$ cat src/rtl/core/wmuc_pkg.sv
// shared types and constants of the wheel momentum unloading controller
`timescale 1ns / 1ps
package wmuc_pkg;

	localparam int NUM_WHEELS  = 4;
	localparam int IDX_W       = 2;
	localparam int MODE_DEPTH  = 2 ** IDX_W;
	localparam int SPEED_W     = 24;
	localparam int DIR_W       = 16;
	localparam int GAIN_W      = 32;
	localparam int ERR_W       = SPEED_W + 1;
	localparam int TORQUE_W    = 32;
	localparam int CNT_W       = 3;
	localparam int CFG_IDX_W   = 3;
	localparam int CFG_DATA_W  = 32;

	typedef enum logic [1:0] {
		MODE_OFF = 2'd0,
		MODE_INC = 2'd1,
		MODE_DEC = 2'd2
	} mode_t;

	typedef enum logic [CFG_IDX_W-1:0] {
		CFG_UPPER  = 3'd0,
		CFG_LOWER  = 3'd1,
		CFG_TARGET = 3'd2,
		CFG_GAIN   = 3'd3,
		CFG_ENABLE = 3'd4
	} cfg_reg_t;

	typedef enum logic [1:0] {
		AXIS_X = 2'd0,
		AXIS_Y = 2'd1,
		AXIS_Z = 2'd2
	} axis_t;

	typedef enum logic [2:0] {
		ST_IDLE,
		ST_MODE,
		ST_DIR_X,
		ST_DIR_Y,
		ST_DIR_Z,
		ST_ACC_Z,
		ST_EMIT
	} state_t;

	typedef struct packed {
		logic [IDX_W-1:0]          wheel_index;
		logic signed [SPEED_W-1:0] wheel_speed;
		logic signed [DIR_W-1:0]   dir_x;
		logic signed [DIR_W-1:0]   dir_y;
		logic signed [DIR_W-1:0]   dir_z;
		logic                      last_wheel;
	} in_word_t;

	typedef struct packed {
		logic [1:0]                 wheel_mode;
		logic [CNT_W-1:0]           active_count;
		logic signed [TORQUE_W-1:0] torque_x;
		logic signed [TORQUE_W-1:0] torque_y;
		logic signed [TORQUE_W-1:0] torque_z;
		logic                       frame_done;
		logic                       publish;
		logic                       mag_exclusive;
	} out_word_t;

	// sequencer to torque accumulator
	typedef struct packed {
		logic  gain_mul;
		logic  dir_mul;
		axis_t dir_axis;
		logic  acc;
		axis_t acc_axis;
		logic  clear;
	} acc_ctrl_t;

endpackage

$ cat src/rtl/core/wmuc_torque_acc.sv
// shared multipliers and saturating 3-axis torque accumulator
`timescale 1ns / 1ps
module wmuc_torque_acc import wmuc_pkg::*; (
	input  logic                       clk,
	input  logic                       arst_n,
	input  acc_ctrl_t                  ctrl,
	input  logic signed [ERR_W-1:0]    err,
	input  logic signed [GAIN_W-1:0]   gain,
	input  logic signed [DIR_W-1:0]    dir_x,
	input  logic signed [DIR_W-1:0]    dir_y,
	input  logic signed [DIR_W-1:0]    dir_z,
	output logic signed [TORQUE_W-1:0] torque_x,
	output logic signed [TORQUE_W-1:0] torque_y,
	output logic signed [TORQUE_W-1:0] torque_z
);

	localparam int APROD_W = ERR_W + GAIN_W;     // 57
	localparam int A_W     = APROD_W - 12;       // 45, Q.24
	localparam int DPROD_W = A_W + DIR_W;        // 61
	localparam int C_W     = DPROD_W - 14;       // 47, Q.24
	localparam int SUM_W   = 48;

	logic signed [APROD_W-1:0] a_prod;
	logic signed [APROD_W-1:0] a_prod_q;
	logic signed [A_W-1:0]     a_val;
	logic signed [DIR_W-1:0]   dir_sel;
	logic signed [DPROD_W-1:0] d_prod;
	logic signed [DPROD_W-1:0] d_prod_q;
	logic signed [C_W-1:0]     c_val;
	logic signed [SUM_W-1:0]   sum_q [3];
	logic signed [SUM_W-1:0]   sum_sel;
	logic signed [SUM_W:0]     sum_wide;
	logic signed [SUM_W-1:0]   sum_next;

	function automatic logic signed [TORQUE_W-1:0] sat32(input logic signed [SUM_W-1:0] v);
		logic [SUM_W-TORQUE_W:0] top;
		top = v[SUM_W-1:TORQUE_W-1];
		if (top == '0 || top == '1)
			return v[TORQUE_W-1:0];
		else if (v[SUM_W-1])
			return {1'b1, {(TORQUE_W-1){1'b0}}};
		else
			return {1'b0, {(TORQUE_W-1){1'b1}}};
	endfunction

	// floor shifts are plain slices of the signed products
	assign a_prod = err * gain;
	assign a_val  = a_prod_q[APROD_W-1:12];
	assign d_prod = a_val * dir_sel;
	assign c_val  = d_prod_q[DPROD_W-1:14];

	always_comb begin
		unique case (ctrl.dir_axis)
			AXIS_X:  dir_sel = dir_x;
			AXIS_Y:  dir_sel = dir_y;
			AXIS_Z:  dir_sel = dir_z;
			default: dir_sel = '0;
		endcase
	end

	always_comb begin
		unique case (ctrl.acc_axis)
			AXIS_X:  sum_sel = sum_q[0];
			AXIS_Y:  sum_sel = sum_q[1];
			AXIS_Z:  sum_sel = sum_q[2];
			default: sum_sel = '0;
		endcase
		sum_wide = {sum_sel[SUM_W-1], sum_sel} + {{(SUM_W+1-C_W){c_val[C_W-1]}}, c_val};
		if (sum_wide[SUM_W] != sum_wide[SUM_W-1])
			sum_next = sum_wide[SUM_W] ? {1'b1, {(SUM_W-1){1'b0}}}
			                           : {1'b0, {(SUM_W-1){1'b1}}};
		else
			sum_next = sum_wide[SUM_W-1:0];
	end

	always_ff @(posedge clk) begin
		if (ctrl.gain_mul)
			a_prod_q <= a_prod;
		if (ctrl.dir_mul)
			d_prod_q <= d_prod;
	end

	always_ff @(posedge clk or negedge arst_n) begin
		if (!arst_n) begin
			for (int k = 0; k < 3; k++)
				sum_q[k] <= '0;
		end else begin
			for (int k = 0; k < 3; k++) begin
				if (ctrl.clear)
					sum_q[k] <= '0;
				else if (ctrl.acc && ctrl.acc_axis == axis_t'(2'(k)))
					sum_q[k] <= sum_next;
			end
		end
	end

	assign torque_x = sat32(sum_q[0]);
	assign torque_y = sat32(sum_q[1]);
	assign torque_z = sat32(sum_q[2]);

endmodule
$ cat config.mk
export PLATFORM = sky130hd
export DESIGN_NAME = wmuc_torque_acc
export DESIGN_NICKNAME = d
export VERILOG_FILES = /design/src/rtl/core/wmuc_pkg.sv /design/src/rtl/core/wmuc_torque_acc.sv
export SDC_FILE = /design/constraint.sdc
export NUM_CORES = 2
export LEC_CHECK = 0
export ABC_AREA = 1
export BUFFER_PORTS_ARGS = -buffer_cell sky130_fd_sc_hd__buf_2
export CAP_MARGIN = 20
export CELL_PAD_IN_SITES_DETAIL_PLACEMENT = 0
export CELL_PAD_IN_SITES_GLOBAL_PLACEMENT = 2
export CORE_MARGIN = 3
export CORE_UTILIZATION = 30
export CTS_CLUSTER_DIAMETER = 150
export DETAILED_ROUTE_END_ITERATION = 7
export PLACE_DENSITY_LB_ADDON = 0.1
export SYNTH_ARGS = -nofsm -noshare
export SYNTH_HDL_FRONTEND = slang
export SYNTH_SLANG_ARGS = --single-unit
export TNS_END_PERCENT = 20
$ cat constraint.sdc
create_clock -name clk -period 10.6 [get_ports clk]
set_input_delay 1.06 -clock clk [delete_from_list [all_inputs] [get_ports clk]]
set_output_delay 1.06 -clock clk [all_outputs]
set_load 0.1 [all_outputs]
==> results.json <==
{
  "synth_enable_flop_cells": 92,
  "crit_slowest_cell": "nor2_1",
  "syn_to_final_growth_pct": 7.78,
  "fin_nets": 11100,
  "synth_nets": 11100,
  "port_buffers": 210,
  "startpoint_type": "input pin",
  "firstDrtPassIters": 6,
  "hold_depth": 2,
  "grt_overflow_total": 0,
  "io_pins": 211,
  "die-area_mm2": 0.238,
  "clock_latency_ns": 0.62,
  "cp_max_fo": 26,
  "critPathArrivalTime_ns": 8.59,
  "start_util": 0.302,
  "period_share": 0.776,
  "avgSynthCellArea_um2": 7.60,
  "fin_crit_ns": 8.23,
  "holdBufCountCts": 0,
  "grt_util_all_layers": 0.219,
  "hp-start": "sum_q[8]",
  "crit_buf_inv": 6,
  "finalHoldViolCount": 0,
  "critPathRequiredTime_ns": 10.96,
  "routed_wl_mm": 257,
  "fillers": 25100,
  "yosysWarnings": 0,
  "grt_pass1_wl_mm": 396,
  "synth-seq-area-share": 0.0915,
  "syn-instance-count": 9147,
  "num_rows": 176,
  "worstMarginPinSlew_ns": 1.13,
  "syn_area_mm2": 0.0695,
  "core_area_mm2": 0.230,
  "place_ws_ns": 1.58,
  "cts_made_buffers": 31,
  "post_cts_resized": 0,
  "antenna_found_initial": 3,
  "gp_congestion": 0.883,
  "post-cts-setup-buffers": 0,
  "wl_per_cell_um": 21.1,
  "maxSlewViolCount": 0,
  "crit_path_end_kind": "flip-flop",
  "cts_sinks": 236,
  "r2r_cells": 20,
  "place_hpwl_mm": 213,
  "crit_type": "in -> reg",
  "vias": 55800,
  "cp_top_family": "adder cells",
  "finalSetupViolCount": 0,
  "ctsRootBufferMaster": "clkbuf_16",
  "drive_gt1_frac": 0.0510,
  "clock_skew_ns": 0.0333,
  "grt_max_degree": 94,
  "grt_pass1_vias": 62500,
  "outcome": "finished clean",
  "reg2reg_from": "a_prod_q[27]",
  "max_slew_margin": 0.243,
  "drv_cap": 0,
  "rsz0062_at_grt": "no",
  "synth-main-ff-cell": "dfrtp_1",
  "ant_nets": 0,
  "ys_ff_latch": 236,
  "fmax_mhz": 122,
  "whs_endpoint": "sum_q[8]",
  "ys_types": 45,
  "setup_tns_ns": 0,
  "die_h_um": 487,
  "critical-path-max-stage-delay_ns": 0.79,
  "clk_pin_slew_ns": 0.06,
  "die_w_um": 487,
  "avgViaCountPerCell": 4.58,
  "hold_class": "reg -> reg",
  "dr.first_iter.drc_count": 2790,
  "rr_endpoint": "d_prod_q[43]",
  "htree_levels": 1,
  "cts_buffer_depth": 3,
  "synthArstFlopShare": 0.610,
  "drc_errors": 0,
  "cts_tree": "done",
  "regToRegSetupSlack_ns": 3.72,
  "setup_ws_ns": 2.37
}
-- cell usage in the layout, fill, tap and decap left out, types with 4 or more instances in the layout --
cell / n
a21boi_0: 9
a21o_1: 16
a21oi_1: 199
a21oi_4: 4
a31oi_1: 18
buf_2: 210
buf_4: 112
clkbuf_1: 6
clkbuf_16: 31
clkinv_1: 10
clkinv_2: 5
dfrtp_1: 144
edfxtp_1: 92
fa_1: 1486
ha_1: 337
inv_1: 2605
nand2_1: 2580
nand2_2: 6
nand3_1: 341
nand3_2: 15
nand3b_1: 5
nand4_1: 51
nor2_1: 314
nor3_1: 31
nor4_1: 22
o211ai_1: 4
o21a_1: 8
o21ai_0: 218
o21bai_1: 35
o221ai_1: 32
or2_2: 64
xnor2_1: 50
xor2_1: 67
-- logic make-up after synthesis --
kind of cell / Yosys count / share of synthesized area
simple gates: 3435 / 0.198
buf+inv: 2981 / 0.162
fa+ha+maj: 1823 / 0.488
compound gates: 555 / 0.0453
flops: 236 / 0.0915
xor+xnor: 117 / 0.0147
-- flip-flops by register name, summed over array words and instances, names as in the netlist --
signal / flops
sum_q: 144
d_prod_q: 47
a_prod_q: 45
-- per-layer routing --
layer	routed length, um	global-route usage
met2	130000	0.396
met5	0	0
met3	5900	0.00879
met1	116000	0.292
met4	5460	0.0408
-- tightest hold or removal path: cells and delay by family (launching register included) --
kind,cells,cell delay (ns)
AND/OR/NAND/NOR,2,0.10
flip-flops,1,0.34
-- cells in the mapped netlist (67+ instances only) --
cell type,n,area share
ha_1,337,0.061
o21ai_0,218,0.016
nand2_1,2580,0.14
nor2_1,315,0.017
edfxtp_1,92,0.040
clkbuf_1,337,0.018
inv_1,2606,0.14
fa_1,1486,0.43
xor2_1,67,0.0084
dfrtp_1,144,0.052
a21oi_1,202,0.015
nand3_1,355,0.026
-- through the flow --
stage | instance area, um2 | hold slack, ns | cells | utilization
2_1_floorplan | 69500 | 0.449 | 9147 | -
3_3_place_gp | 73900 | 0.462 | 12100 | 0.321
3_5_place_dp | 73900 | 0.465 | 12100 | 0.321
4_1_cts | 74900 | 0.481 | 12200 | 0.325
5_1_grt | 75000 | 0.493 | 12200 | 0.325
6_report | 75000 | 0.477 | 12200 | 0.325
-- how the worst max path moves through the flow --
stage / start / end / slack, ns / depth (start not counted)
after global routing: ctrl[4] / d_prod_q[54] / 1.75 / 28
after CTS: ctrl[4] / d_prod_q[54] / 2.26 / 26
final: ctrl[4] / d_prod_q[54] / 2.37 / 26
after global placement: ctrl[4] / d_prod_q[54] / 1.57 / 26
after floorplan: gain[31] / a_prod_q[56] / 3.28 / 26
after detailed placement: ctrl[4] / d_prod_q[54] / 1.58 / 26
-- area by class of cell --
cell class / instances / area, um2 / share of cell area
multi-input cells: 5930 / 52000 / 0.694
inverters: 2608 / 9790 / 0.131
flip-flops and latches: 236 / 6370 / 0.0849
well taps: 3026 / 3790 / 0.0505
repair buffers: 326 / 1990 / 0.0265
clock buffers: 37 / 798 / 0.0106
clock inverters: 21 / 188 / 0.00250
diodes: 1 / 2.50 / 0.0000334
Power is left out: the tool's default activity adds up to more than one toggle a clock period on the data nets, which glitch-free logic cannot reach.
